<file path="src/rtl/core/lspd_pkg.sv">
// Package for the long/short press detector.
// Holds the operation, event and sequencer codes and the per-channel entry layout.
// No dependencies.
package lspd_pkg;

  localparam int unsigned DelayWidth = 16;
  localparam int unsigned ChanWidth  = 3;
  localparam logic [DelayWidth-1:0] DelayReset = 16'd500;

  typedef enum logic [1:0] {
    OP_SAMPLE = 2'd0,
    OP_TICK   = 2'd1,
    OP_FLUSH  = 2'd2,
    OP_QUERY  = 2'd3
  } op_e;

  typedef enum logic [1:0] {
    EV_NONE  = 2'd0,
    EV_SHORT = 2'd1,
    EV_LONG  = 2'd2
  } event_e;

  typedef enum logic [1:0] {
    ST_IDLE,
    ST_RUN,
    ST_DONE
  } state_e;

  typedef enum logic {
    REG_PRESS_DELAY = 1'b0
  } reg_e;

  typedef struct packed {
    logic                  held;
    logic [1:0]            ev_now;
    logic [1:0]            ev_flush;
    logic                  armed;
    logic [DelayWidth-1:0] ticks;
  } entry_t;

  localparam int unsigned EntryWidth = $bits(entry_t);

endpackage

</file>
<file path="src/rtl/core/lspd_intf.sv">
// Valid/ready channel interfaces for the press detector items and results.
// Depends on lspd_pkg for field widths.
interface lspd_in_if;
  logic                           valid;
  logic                           ready;
  logic [1:0]                     op;
  logic [lspd_pkg::ChanWidth-1:0] channel;
  logic                           level;

  modport source (output valid, output op, output channel, output level, input ready);
  modport sink   (input valid, input op, input channel, input level, output ready);
endinterface

interface lspd_out_if;
  logic       valid;
  logic       ready;
  logic [1:0] event_value;
  logic       event_edge;

  modport source (output valid, output event_value, output event_edge, input ready);
  modport sink   (input valid, input event_value, input event_edge, output ready);
endinterface

</file>
<file path="src/rtl/core/lspd_ram.sv">
// Generic single-write, single-read synchronous RAM with a registered read.
// No dependencies.
module lspd_ram #(
  parameter int unsigned WIDTH = 8,
  parameter int unsigned DEPTH = 8
) (
  input  logic                                   clk_i,
  input  logic                                   we_i,
  input  logic [(DEPTH > 1 ? $clog2(DEPTH) : 1)-1:0] waddr_i,
  input  logic [WIDTH-1:0]                       wdata_i,
  input  logic                                   re_i,
  input  logic [(DEPTH > 1 ? $clog2(DEPTH) : 1)-1:0] raddr_i,
  output logic [WIDTH-1:0]                       rdata_o
);

  logic [WIDTH-1:0] mem_q [DEPTH];

  always_ff @(posedge clk_i) begin
    if (we_i) begin
      mem_q[waddr_i] <= wdata_i;
    end
    if (re_i) begin
      rdata_o <= mem_q[raddr_i];
    end
  end

endmodule

</file>
<file path="src/rtl/core/lspd_cfg.sv">
// APB-style configuration register file holding the shared press delay.
// Depends on lspd_pkg.
module lspd_cfg (
  input  logic                             clk_i,
  input  logic                             rst_ni,
  input  logic                             psel,
  input  logic                             penable,
  input  logic                             pwrite,
  input  logic [2:0]                       paddr,
  input  logic [31:0]                      pwdata,
  output logic [31:0]                      prdata,
  output logic                             pready,
  output logic [lspd_pkg::DelayWidth-1:0]  delay_o
);

  logic [lspd_pkg::DelayWidth-1:0] delay_q, delay_d;
  logic                            hit;

  assign hit    = (paddr[2] == lspd_pkg::REG_PRESS_DELAY);
  assign pready = 1'b1;

  always_comb begin
    delay_d = delay_q;
    if (psel && penable && pwrite && hit) begin
      delay_d = pwdata[lspd_pkg::DelayWidth-1:0];
    end
  end

  always_ff @(posedge clk_i or negedge rst_ni) begin
    if (!rst_ni) begin
      delay_q <= lspd_pkg::DelayReset;
    end else begin
      delay_q <= delay_d;
    end
  end

  assign prdata  = hit ? {{(32 - lspd_pkg::DelayWidth){1'b0}}, delay_q} : 32'd0;
  assign delay_o = delay_q;

endmodule

</file>
<file path="src/rtl/core/lspd_ctrl.sv">
// Sequencer that reads, updates and writes back channel entries in the state RAM.
// Depends on lspd_pkg, lspd_intf and lspd_ram.
module lspd_ctrl #(
  parameter int unsigned CHANNELS = 8
) (
  input  logic                            clk_i,
  input  logic                            rst_ni,
  input  logic [lspd_pkg::DelayWidth-1:0] delay_i,
  lspd_in_if.sink                         in_i,
  lspd_out_if.source                      out_o
);

  localparam int unsigned IW = (CHANNELS > 1) ? $clog2(CHANNELS) : 1;
  localparam logic [IW-1:0] LastIdx = IW'(CHANNELS - 1);

  lspd_pkg::state_e state_q, state_d;
  lspd_pkg::op_e    op_q, op_d;
  logic [IW-1:0]    ch_idx_q, ch_idx_d;
  logic             ch_ok_q, ch_ok_d;
  logic             lvl_q, lvl_d;
  logic             sweep_q, sweep_d;
  logic             rd_busy_q, rd_busy_d;
  logic [IW-1:0]    rd_idx_q, rd_idx_d;
  logic             pend_q, pend_d;
  logic [IW-1:0]    wr_idx_q, wr_idx_d;
  logic [1:0]       res_val_q, res_val_d;
  logic             res_edge_q, res_edge_d;
  logic             out_valid_q, out_valid_d;
  logic [1:0]       out_val_q, out_val_d;
  logic             out_edge_q, out_edge_d;
  logic [CHANNELS-1:0] vld_q, vld_d;

  logic [lspd_pkg::EntryWidth-1:0] rdata;
  lspd_pkg::entry_t cur, upd;
  logic             we;
  logic             in_ok, in_sweep, in_valid_ch;

  lspd_ram #(
    .WIDTH (lspd_pkg::EntryWidth),
    .DEPTH (CHANNELS)
  ) u_ram (
    .clk_i   (clk_i),
    .we_i    (we),
    .waddr_i (wr_idx_q),
    .wdata_i (upd),
    .re_i    (rd_busy_q && (state_q == lspd_pkg::ST_RUN)),
    .raddr_i (rd_idx_q),
    .rdata_o (rdata)
  );

  assign in_ok       = in_i.valid && in_i.ready;
  assign in_valid_ch = (32'(in_i.channel) < CHANNELS);
  assign in_sweep    = (lspd_pkg::op_e'(in_i.op) == lspd_pkg::OP_TICK) ||
                       (lspd_pkg::op_e'(in_i.op) == lspd_pkg::OP_FLUSH);
  assign in_i.ready  = (state_q == lspd_pkg::ST_IDLE);

  always_comb begin
    cur = vld_q[wr_idx_q] ? lspd_pkg::entry_t'(rdata) : '0;
    upd = cur;
    case (op_q)
      lspd_pkg::OP_SAMPLE: begin
        if (lvl_q != cur.held) begin
          if (lvl_q) begin
            upd.armed = 1'b1;
            upd.ticks = delay_i;
          end else if (cur.ev_now == lspd_pkg::EV_LONG) begin
            upd.ev_now = lspd_pkg::EV_NONE;
          end else begin
            upd.armed  = 1'b0;
            upd.ticks  = '0;
            upd.ev_now = lspd_pkg::EV_SHORT;
          end
          upd.held = lvl_q;
        end
      end
      lspd_pkg::OP_TICK: begin
        if (cur.armed) begin
          if (cur.ticks <= lspd_pkg::DelayWidth'(1)) begin
            upd.ev_now = lspd_pkg::EV_LONG;
            upd.armed  = 1'b0;
            upd.ticks  = '0;
          end else begin
            upd.ticks = cur.ticks - lspd_pkg::DelayWidth'(1);
          end
        end
      end
      lspd_pkg::OP_FLUSH: begin
        upd.ev_flush = cur.ev_now;
        if (cur.ev_now == lspd_pkg::EV_SHORT) begin
          upd.ev_now = lspd_pkg::EV_NONE;
        end
      end
      default: begin
        upd = cur;
      end
    endcase
  end

  always_comb begin
    state_d     = state_q;
    op_d        = op_q;
    ch_idx_d    = ch_idx_q;
    ch_ok_d     = ch_ok_q;
    lvl_d       = lvl_q;
    sweep_d     = sweep_q;
    rd_busy_d   = rd_busy_q;
    rd_idx_d    = rd_idx_q;
    pend_d      = 1'b0;
    wr_idx_d    = wr_idx_q;
    res_val_d   = res_val_q;
    res_edge_d  = res_edge_q;
    out_valid_d = out_valid_q;
    out_val_d   = out_val_q;
    out_edge_d  = out_edge_q;
    vld_d       = vld_q;
    we          = 1'b0;

    if (out_valid_q && out_o.ready) begin
      out_valid_d = 1'b0;
    end

    unique case (state_q)
      lspd_pkg::ST_IDLE: begin
        if (in_ok) begin
          op_d       = lspd_pkg::op_e'(in_i.op);
          ch_idx_d   = IW'(in_i.channel);
          ch_ok_d    = in_valid_ch;
          lvl_d      = in_i.level;
          sweep_d    = in_sweep;
          res_val_d  = '0;
          res_edge_d = 1'b0;
          rd_idx_d   = in_sweep ? '0 : IW'(in_i.channel);
          rd_busy_d  = in_sweep || in_valid_ch;
          state_d    = (in_sweep || in_valid_ch) ? lspd_pkg::ST_RUN : lspd_pkg::ST_DONE;
        end
      end
      lspd_pkg::ST_RUN: begin
        pend_d   = rd_busy_q;
        wr_idx_d = rd_idx_q;
        if (rd_busy_q) begin
          if (sweep_q && (rd_idx_q != LastIdx)) begin
            rd_idx_d = rd_idx_q + IW'(1);
          end else begin
            rd_busy_d = 1'b0;
          end
        end
        if (pend_q) begin
          we              = 1'b1;
          vld_d[wr_idx_q] = 1'b1;
          if (ch_ok_q && (wr_idx_q == ch_idx_q)) begin
            res_val_d  = upd.ev_now;
            res_edge_d = (upd.ev_now != upd.ev_flush);
          end
          if (!rd_busy_q) begin
            state_d = lspd_pkg::ST_DONE;
          end
        end
      end
      lspd_pkg::ST_DONE: begin
        if (!out_valid_q || out_o.ready) begin
          out_valid_d = 1'b1;
          out_val_d   = res_val_q;
          out_edge_d  = res_edge_q;
          state_d     = lspd_pkg::ST_IDLE;
        end
      end
      default: begin
        state_d = lspd_pkg::ST_IDLE;
      end
    endcase
  end

  always_ff @(posedge clk_i or negedge rst_ni) begin
    if (!rst_ni) begin
      state_q     <= lspd_pkg::ST_IDLE;
      rd_busy_q   <= 1'b0;
      pend_q      <= 1'b0;
      out_valid_q <= 1'b0;
      vld_q       <= '0;
    end else begin
      state_q     <= state_d;
      rd_busy_q   <= rd_busy_d;
      pend_q      <= pend_d;
      out_valid_q <= out_valid_d;
      vld_q       <= vld_d;
    end
  end

  always_ff @(posedge clk_i) begin
    op_q       <= op_d;
    ch_idx_q   <= ch_idx_d;
    ch_ok_q    <= ch_ok_d;
    lvl_q      <= lvl_d;
    sweep_q    <= sweep_d;
    rd_idx_q   <= rd_idx_d;
    wr_idx_q   <= wr_idx_d;
    res_val_q  <= res_val_d;
    res_edge_q <= res_edge_d;
    out_val_q  <= out_val_d;
    out_edge_q <= out_edge_d;
  end

  assign out_o.valid       = out_valid_q;
  assign out_o.event_value = out_val_q;
  assign out_o.event_edge  = out_edge_q;

endmodule

</file>
<file path="src/rtl/core/long_short_press_detector_unit.sv">
// Top level of the long/short press detector: configuration port and state sequencer.
// Depends on lspd_pkg, lspd_intf, lspd_cfg, lspd_ctrl and lspd_ram.
//
//   Port     Kind          Carries
//   in_i     valid/ready   op, channel, level
//   out_o    valid/ready   event_value, event_edge
//   APB      psel/penable  press_delay_ticks at byte address 0
//
// Sample and query read and write back one state RAM entry; tick and flush
// sweep every entry of the state RAM, one entry read per cycle.
// Reset is asynchronous; per-entry valid flops make unwritten entries read as zero.
// A new item is taken once the previous result sits in the output register; a
// stalled output holds the following result until the register frees.
module long_short_press_detector_unit #(
  parameter int unsigned CHANNELS = 8
) (
  input  logic        clk_i,
  input  logic        rst_ni,
  lspd_in_if.sink     in_i,
  lspd_out_if.source  out_o,
  input  logic        psel,
  input  logic        penable,
  input  logic        pwrite,
  input  logic [2:0]  paddr,
  input  logic [31:0] pwdata,
  output logic [31:0] prdata,
  output logic        pready
);

  logic [lspd_pkg::DelayWidth-1:0] delay;

  lspd_cfg u_cfg (
    .clk_i   (clk_i),
    .rst_ni  (rst_ni),
    .psel    (psel),
    .penable (penable),
    .pwrite  (pwrite),
    .paddr   (paddr),
    .pwdata  (pwdata),
    .prdata  (prdata),
    .pready  (pready),
    .delay_o (delay)
  );

  lspd_ctrl #(
    .CHANNELS (CHANNELS)
  ) u_ctrl (
    .clk_i   (clk_i),
    .rst_ni  (rst_ni),
    .delay_i (delay),
    .in_i    (in_i),
    .out_o   (out_o)
  );

endmodule
</file>
<file path="src/flat_wrapper.sv">
// flat-port wrapper written by rule: the top's interface ports become plain ports
module long_short_press_detector_unit_flat 
#(
  parameter int unsigned CHANNELS = 8
)
  (clk_i, rst_ni, psel, penable, pwrite, paddr, pwdata, prdata, pready, in_i_valid, in_i_op, in_i_channel, in_i_level, in_i_ready, out_o_valid, out_o_event_value, out_o_event_edge, out_o_ready);
  lspd_in_if in_i_i ();
  lspd_out_if out_o_i ();
  input  logic clk_i;
  input  logic rst_ni;
  input  logic psel;
  input  logic penable;
  input  logic pwrite;
  input  logic [2:0] paddr;
  input  logic [31:0] pwdata;
  output logic [31:0] prdata;
  output logic pready;
  input wire logic [$bits(in_i_i.valid)-1:0] in_i_valid;
  input wire logic [$bits(in_i_i.op)-1:0] in_i_op;
  input wire logic [$bits(in_i_i.channel)-1:0] in_i_channel;
  input wire logic [$bits(in_i_i.level)-1:0] in_i_level;
  output wire logic [$bits(in_i_i.ready)-1:0] in_i_ready;
  output wire logic [$bits(out_o_i.valid)-1:0] out_o_valid;
  output wire logic [$bits(out_o_i.event_value)-1:0] out_o_event_value;
  output wire logic [$bits(out_o_i.event_edge)-1:0] out_o_event_edge;
  input wire logic [$bits(out_o_i.ready)-1:0] out_o_ready;
  assign in_i_i.valid = in_i_valid;
  assign in_i_i.op = in_i_op;
  assign in_i_i.channel = in_i_channel;
  assign in_i_i.level = in_i_level;
  assign in_i_ready = in_i_i.ready;
  assign out_o_valid = out_o_i.valid;
  assign out_o_event_value = out_o_i.event_value;
  assign out_o_event_edge = out_o_i.event_edge;
  assign out_o_i.ready = out_o_ready;
  long_short_press_detector_unit #(.CHANNELS(CHANNELS)) u_core (.clk_i(clk_i), .rst_ni(rst_ni), .in_i(in_i_i), .out_o(out_o_i), .psel(psel), .penable(penable), .pwrite(pwrite), .paddr(paddr), .pwdata(pwdata), .prdata(prdata), .pready(pready));
endmodule
</file>
<file path="config.mk">
export PLATFORM = sky130hd
export DESIGN_NAME = long_short_press_detector_unit_flat
export DESIGN_NICKNAME = d
export VERILOG_FILES = /design/src/rtl/core/lspd_pkg.sv /design/src/rtl/core/lspd_intf.sv /design/src/rtl/core/lspd_ram.sv /design/src/rtl/core/lspd_cfg.sv /design/src/rtl/core/lspd_ctrl.sv /design/src/rtl/core/long_short_press_detector_unit.sv /design/src/flat_wrapper.sv
export SDC_FILE = /design/constraint.sdc
export NUM_CORES = 1
export LEC_CHECK = 0
export ABC_AREA = 1
export BUFFER_PORTS_ARGS = -buffer_cell sky130_fd_sc_hd__buf_4
export CAP_MARGIN = 20
export CORE_MARGIN = 8
export CORE_UTILIZATION = 41
export DETAILED_ROUTE_END_ITERATION = 12
export PLACE_DENSITY_LB_ADDON = 0.1
export SLEW_MARGIN = 5
export SYNTH_ARGS = -nofsm -noshare
export SYNTH_HDL_FRONTEND = slang
export SYNTH_SLANG_ARGS = --single-unit
</file>
<file path="constraint.sdc">
create_clock -name clk_i -period 6.2 [get_ports clk_i]
set_input_delay 0 -clock clk_i [delete_from_list [all_inputs] [get_ports clk_i]]
set_output_delay 0 -clock clk_i [all_outputs]
set_load 0.1 [all_outputs]
</file>
==> flow_summary.json, run 1 <==
{
  "clock_latency_ns": 0.52,
  "worstPathCellList": "inv_6 > nand2_1 > nand2_1 > nand2_1 > nand2_1 > nand2_2 > nand2_4 > nand2_1 > ha_1 > nor2_1 > inv_1 > nand2_2 > nor2_4 > nand2_4 > nor2_4 > inv_2 > nand2_4 > o31ai_1",
  "ios": 86,
  "numPortBuffers": 50,
  "cts_max_path_buffers": 3,
  "slowest_stage": "o31ai_1",
  "final_nets": 1086,
  "cp.arrival_ns": 3.78,
  "clkPwrFrac_pct": 22.4,
  "peakVddDrop_v": 0.0003144,
  "cts_tree": "yes",
  "hold_path_class": "in2async",
  "synth_top_family_by_area": "simple AND/OR/NAND/NOR gates",
  "drt_first_pass_iters": 5,
  "place_hpwl_mm": 15.13,
  "worstSetupPathType": "reg2reg",
  "maxSlewHeadroom_pct": 32.20,
  "avgSynthCellArea_um2": 11.30,
  "yosys.cell_types.count": 48,
  "rsz0062_at_grt": "false",
  "p_int_mw": 4.035,
  "syn_to_final_growth_pct": 17.07,
  "final_hold_viol_count": 0,
  "grt_overflow": 0,
  "crit_top_cell": "nand2_1",
  "grt_pass1_wl_mm": 38.90,
  "cts-root-buf": "clkbuf_16",
  "drive_gt1_share_pct": 16.22,
  "crit_path_start_kind": "register",
  "fin_skew_ns": 0.008198,
  "async_reset_ff_share_pct": 11.79,
  "yosys_warnings": 0,
  "seqPwrFrac_pct": 38.5,
  "cts.sinks": 246,
  "die_width_um": 178.1,
  "drc": 0,
  "power_frac_comb_pct": 39.2,
  "ys_ff_latch": 246,
  "final_common_cell": "edfxtp_1",
  "max_stage_delay_ns": 0.84,
  "fin_hold_ws_ns": 0.05032,
  "antenna_found_initial": 0,
  "grt_pass1_vias": 6649,
  "synth-simple-area-share_pct": 14.51,
  "gp_congestion": 0.7992,
  "yosysSeqAreaShare_pct": 67.33,
  "worstPathMaxFanout": 29,
  "fin_ws_ns": 2.612,
  "drt_iter0_markers": 464,
  "synth_ff_type": "edfxtp_1",
  "core_mm2": 0.02591,
  "period_needed_ns": 3.588,
  "powerDensity_mw_per_mm2": 535.8,
  "required_ns": 6.39,
  "worst_pin_slew_ns": 1.006,
  "drtAntennaViolNets": 0,
  "syn_inst": 953,
  "die-area_mm2": 0.03171,
  "reg2reg_setup_slack_ns": 2.61,
  "track_usage_pct": 16.07,
  "avgRoutedWirePerCell_um": 18.54,
  "layout_common_cells": "217 x edfxtp_1, 203 x nor2_1, 103 x o21ai_0",
  "num_vias": 7025,
  "h-tree-depth": 1,
  "post_cts_resized": 0,
  "vias_per_cell": 5.058,
  "p_sw_share_pct": 40.27,
  "setup_viol": 0,
  "muxShareOfSynthArea_pct": 0,
  "finalCritPeriodShare_pct": 57.87,
  "p_leak_nw": 4.773,
  "start_util_pct": 41.56,
  "worstSetupEndpointType": "register",
  "tns_ns": 0,
  "synth-xor-area-share_pct": 0.7320,
  "syn_area_mm2": 0.01077,
  "synth-edff-count": 217,
  "dp_slack_ns": 2.591,
  "maxSlewViolCount": 0,
  "diodes": 0,
  "grt_max_degree": 89,
  "fin_cells": 1389,
  "drv_cap": 0,
  "dp.cells": 1310,
  "status": "completed",
  "p_switching_mw": 2.720,
  "die_h_um": 178.1,
  "cts_made_buffers": 27,
  "layout.filler_cells": 2310,
  "clock.fmax_mhz": 278.7,
  "synth_adder_area_share_pct": 0.4648,
  "clk_pin_slew_ns": 0.06,
  "drt-total-wl_mm": 25.75,
  "placementRows": 59,
  "synth_compound_area_share_pct": 11.46
}
[layer usage]
layer  vias to the layer above  wire length (um)  GRT usage, %  part of all wire (%)
met2                       175             11570         25.76                    45
met4                         0               585         4.515                   2.3
li1                       3482                 -             -                     -
met1                      3332             12120         22.49                    47
met3                        36              1474         2.265                   5.7
met5                         -                 0             0                     0
[final timing paths]
path,from,to,cells after the start
worst max-delay path,u_core.u_ctrl.wr_idx_q[0]$_DFFE_PP_,u_core.u_ctrl.u_ram.mem_q[6][12]$_DFFE_PP_,18
worst min-delay path,rst_ni,u_core.u_ctrl.pend_q$_DFF_PN0_,3
worst max register to register,u_core.u_ctrl.wr_idx_q[0]$_DFFE_PP_,u_core.u_ctrl.u_ram.mem_q[6][12]$_DFFE_PP_,18
worst min register to register,u_core.u_ctrl.res_val_q[1]$_SDFFCE_PN0P_,u_core.u_ctrl.out_o.event_value[1]$_DFFE_PP_,0
max in group asynchronous,rst_ni,u_core.u_cfg.delay_o[10]$_DFFE_PN0P_,3
min in group clk_i,pwrite,u_core.u_cfg.delay_o[15]$_DFFE_PN0P_,4
[registers in the layout (all words and copies together) (netlist names)]
| signal | cells |
|---|---|
| u_core.u_cfg.delay_o | 16 |
| u_core.u_ctrl.ch_idx_q | 3 |
| u_core.u_ctrl.lvl_q | 1 |
| u_core.u_ctrl.op_q | 2 |
| u_core.u_ctrl.out_o.event_edge | 1 |
| u_core.u_ctrl.out_o.event_value | 2 |
| u_core.u_ctrl.out_o.valid | 1 |
| u_core.u_ctrl.pend_q | 1 |
| u_core.u_ctrl.rd_busy_q | 1 |
| u_core.u_ctrl.rd_idx_q | 3 |
| u_core.u_ctrl.res_edge_q | 1 |
| u_core.u_ctrl.res_val_q | 2 |
| u_core.u_ctrl.state_q | 2 |
| u_core.u_ctrl.sweep_q | 1 |
| u_core.u_ctrl.u_ram.mem_q | 176 |
| u_core.u_ctrl.u_ram.rdata_o | 22 |
| u_core.u_ctrl.vld_q | 8 |
| u_core.u_ctrl.wr_idx_q | 3 |
[critical path, delay by kind of cell, from the launching register on]
family,cells,cell delay (ns)
AOI/OAI and AO/OA,1,0.84
buffers and inverters,3,0.29
DFF,1,0.61
and+or+nand+nor,13,1.24
adders and majority gates,1,0.24
[kinds of logic (layout without fill, tap and decap cells)]
kind of cell,Yosys count,in the layout
AOI/OAI and AO/OA,212,212
xor gates and xnor gates,9,9
adders and majority gates,4,4
buffers and inverters,125,211
DFF,246,246
other,2,17
and+or+nand+nor,355,355
[power groups by stage]
| stage | Clock [mW] | Sequential, mW | Combinational (mW) |
|---|---|---|---|
| floorplan | 0 | 2.60 | 2.00 |
| global placement | 0 | 2.63 | 2.63 |
| global route | 1.61 | 2.63 | 2.95 |
| CTS | 1.55 | 2.60 | 2.67 |
| finish | 1.51 | 2.60 | 2.65 |
| detailed placement | 0 | 2.63 | 2.64 |
[layout make-up]
cell class	instances	area, um2	share of cell area, %
flip-flops and latches	246	7249	57.51
repair buffers	97	814.5	6.462
multi-input cells	597	3034	24.07
clock inverters	14	123.9	0.9826
well taps	335	419.2	3.325
clock buffers	35	715.7	5.677
inverters	65	249.0	1.975
[Yosys cell counts (7+ instances only)]
| cell | instances | area [um2] |
|---|---|---|
| nor2_1 | 206 | 773.2 |
| nand2_2 | 7 | 43.79 |
| xor2_1 | 7 | 61.31 |
| inv_1 | 60 | 225.2 |
| buf_4 | 17 | 127.6 |
| a22oi_1 | 8 | 60.06 |
| clkbuf_1 | 36 | 135.1 |
| nand2_1 | 87 | 326.6 |
| dfrtp_1 | 23 | 575.6 |
| a21oi_1 | 27 | 135.1 |
| a31oi_1 | 23 | 143.9 |
| nand2_4 | 8 | 90.09 |
| edfxtp_1 | 217 | 6516 |
| o22ai_1 | 28 | 175.2 |
| nor4_1 | 7 | 43.79 |
| o21ai_0 | 103 | 515.5 |
| nand3_1 | 16 | 80.08 |
[per-stage QoR]
step                      power [mW]  cell area [um2]  utilization (%)
after floorplan                4.599            10820                -
after global placement         5.260            11450            44.18
after detailed placement       5.266            11460            44.22
after CTS                      6.817            12600            48.62
after global routing           7.179            12610            48.65
final                          6.755            12610            48.65
[timing repair]
action / in CTS / in global routing
setup buffers: 0 / 0
hold buffers: 29 / 0
hold endpoints to repair: 61 / 0
(Power assumes the default switching activity.)
==> run 2: changes to the inputs <==
clock period = 3.1 ns   (was 6.2 ns; I/O delays follow)
==> run 2 against run 1 <==
  * Register-to-register slack worse by 2.4 ns
  * Clock power rose by 110%
  * Highest routed layer unchanged
  * Final cell count up 1.5%
  * First-iteration DRC count shrank 18%
  * Fmax up 25%
  * Routed wire length up 3.0%
  * Sequential share of layout area fell by 1.4 points
  * Critical endpoint is now u_core.u_ctrl.u_ram.mem_q[4][4]$_DFFE_PP_
  * Clock skew is 0.0062 ns higher
  * Combinational power is 120% higher
  * Sequential power is 99% higher
==> flow_summary.json, run 2 (synthesis results as in run 1) <==
{
  "r2r_start": "u_core.u_ctrl.wr_idx_q[0]$_DFFE_PP_",
  "cts.sinks": 246,
  "avgRoutedWirePerCell_um": 18.81,
  "grt_max_degree": 57,
  "numPortBuffers": 50,
  "drt_iter0_markers": 381,
  "final_nets": 1108,
  "required_ns": 3.33,
  "die_width_um": 178.1,
  "clock_latency_ns": 0.54,
  "clock.fmax_mhz": 347.1,
  "cts_max_path_buffers": 3,
  "drt_first_pass_iters": 5,
  "grt_pass1_vias": 7047,
  "largest_reg_flops": 176,
  "die_h_um": 178.1,
  "layout_common_cells": "217 x edfxtp_1, 203 x nor2_1, 103 x o21ai_0",
  "drtAntennaViolNets": 0,
  "dp_slack_ns": 0.06926,
  "cp.arrival_ns": 3.11,
  "wl_met1_mm": 12.92,
  "worst_pin_slew_ns": 0.8610,
  "final_hold_viol_count": 0,
  "status": "completed",
  "clk_pin_slew_ns": 0.06,
  "drc": 0,
  "reg2reg_setup_slack_ns": 0.22,
  "die-area_mm2": 0.03171,
  "finalCritPeriodShare_pct": 92.95,
  "period_needed_ns": 2.881,
  "path_buf_inv": 3,
  "wl_met3_mm": 1.518,
  "num_vias": 7189,
  "crit_path_start": "u_core.u_ctrl.wr_idx_q[0]$_DFFE_PP_",
  "h-tree-depth": 1,
  "peakVddDrop_v": 0.0007307,
  "core_mm2": 0.02591,
  "max_stage_delay_ns": 0.58,
  "drive_gt1_share_pct": 18.05,
  "stdcell_area_mm2": 0.01293,
  "crit_path_start_kind": "register",
  "final_common_cell": "edfxtp_1",
  "crit_top_cell": "nand2_4",
  "maxSlewViolCount": 0,
  "cts-root-buf": "clkbuf_16",
  "drt-total-wl_mm": 26.52,
  "worstPathMaxFanout": 21,
  "wl_met2_mm": 11.44,
  "setup_viol": 0,
  "track_usage_pct": 16.61,
  "ios": 86,
  "powerDensity_mw_per_mm2": 1088,
  "grt_overflow": 0,
  "antenna_found_initial": 0,
  "start_util_pct": 41.56,
  "fin_skew_ns": 0.01441,
  "place_hpwl_mm": 16.40,
  "hold_path_class": "in2async",
  "regMostFlops": "u_core.u_ctrl.u_ram.mem_q",
  "postPlaceCellArea_mm2": 0.01172,
  "syn_to_final_growth_pct": 20.06,
  "worstSetupPathType": "reg2reg",
  "worstPathCellList": "buf_4 > nand2_1 > nand3_2 > nand2_2 > nand2_4 > nand2_4 > buf_4 > o21ai_1 > nand2_1 > nor2_4 > nand2_4 > nor2_4 > inv_2 > nand2_4 > o221ai_1",
  "cts_made_buffers": 26,
  "grt_pass1_wl_mm": 40.49,
  "cts_tree": "yes",
  "slowest_stage": "o221ai_1",
  "cp_top_family": "simple AND/OR/NAND/NOR gates",
  "vias_per_cell": 5.099,
  "diodes": 0,
  "placementRows": 59,
  "drv_cap": 0,
  "p_leak_nw": 4.925,
  "top_layer_used": "met4",
  "fin_ws_ns": 0.2186,
  "maxSlewHeadroom_pct": 42.25,
  "worstSetupEndpointType": "register",
  "gp_congestion": 0.8809
}
==> run 2: area by class of cell <==
class | instances | area, um2
timing repair buffer | 120 | 1097
clock inverter | 15 | 187.7
tap | 335 | 419.2
inverter | 65 | 249.0
fill | 2323 | 12980
multi-input combinational | 597 | 3052
sequential | 246 | 7249
clock buffer | 32 | 673.1
==> run 2: worst min-delay path, stage by stage <==
cell           delay (ns)
dlygate4sd3_1        0.53
buf_4                0.19
buf_12               0.20
==> run 2: stage by stage <==
stage                TNS [ns]  total power, mW  std cells  hold slack, ns  utilization (%)
floorplan              -87.32            9.199        968         -0.2956                -
global placement            0            10.85       1328        -0.04459            45.16
detailed placement          0            10.87       1329        -0.04498            45.22
CTS                         0            14.07       1402         0.02176            49.59
global route        -0.001853            14.94       1410         0.05963            49.89
finish                      0            14.07       1410         0.03423            49.89
==> run 2: power by group <==
group / internal (mW) / leakage [nW] / switching [mW]
clock: 1.87 / 0.407 / 1.25
combinational: 1.71 / 2.19 / 4.06
sequential: 4.86 / 2.33 / 0.313
==> run 2: per-layer routing <==
metal,GRT usage (%),vias to the layer above
li1,-,3515
met1,23.84,3441
met2,25.73,186
met3,2.498,47
met4,4.793,0
met5,0,-
==> run 2: what timing repair did <==
item                                    CTS  global route
gates resized for setup                   0             5
buffers inserted                          0             8
endpoints found under the hold margin    61             0
hold buffers                             26             0
endpoints found under the setup margin    0            88
==> run 2: path summary, 6_finish.rpt <==
check,depth (start not counted),to
max,15,u_core.u_ctrl.u_ram.mem_q[4][4]$_DFFE_PP_
min,3,u_core.u_ctrl.state_q[1]$_DFFE_PN0P_
max reg2reg,15,u_core.u_ctrl.u_ram.mem_q[4][4]$_DFFE_PP_
min reg2reg,0,u_core.u_ctrl.out_o.event_value[0]$_DFFE_PP_
max in group asynchronous,3,u_core.u_cfg.delay_o[10]$_DFFE_PN0P_
min in group clk_i,3,u_core.u_cfg.delay_o[6]$_DFFE_PN1P_
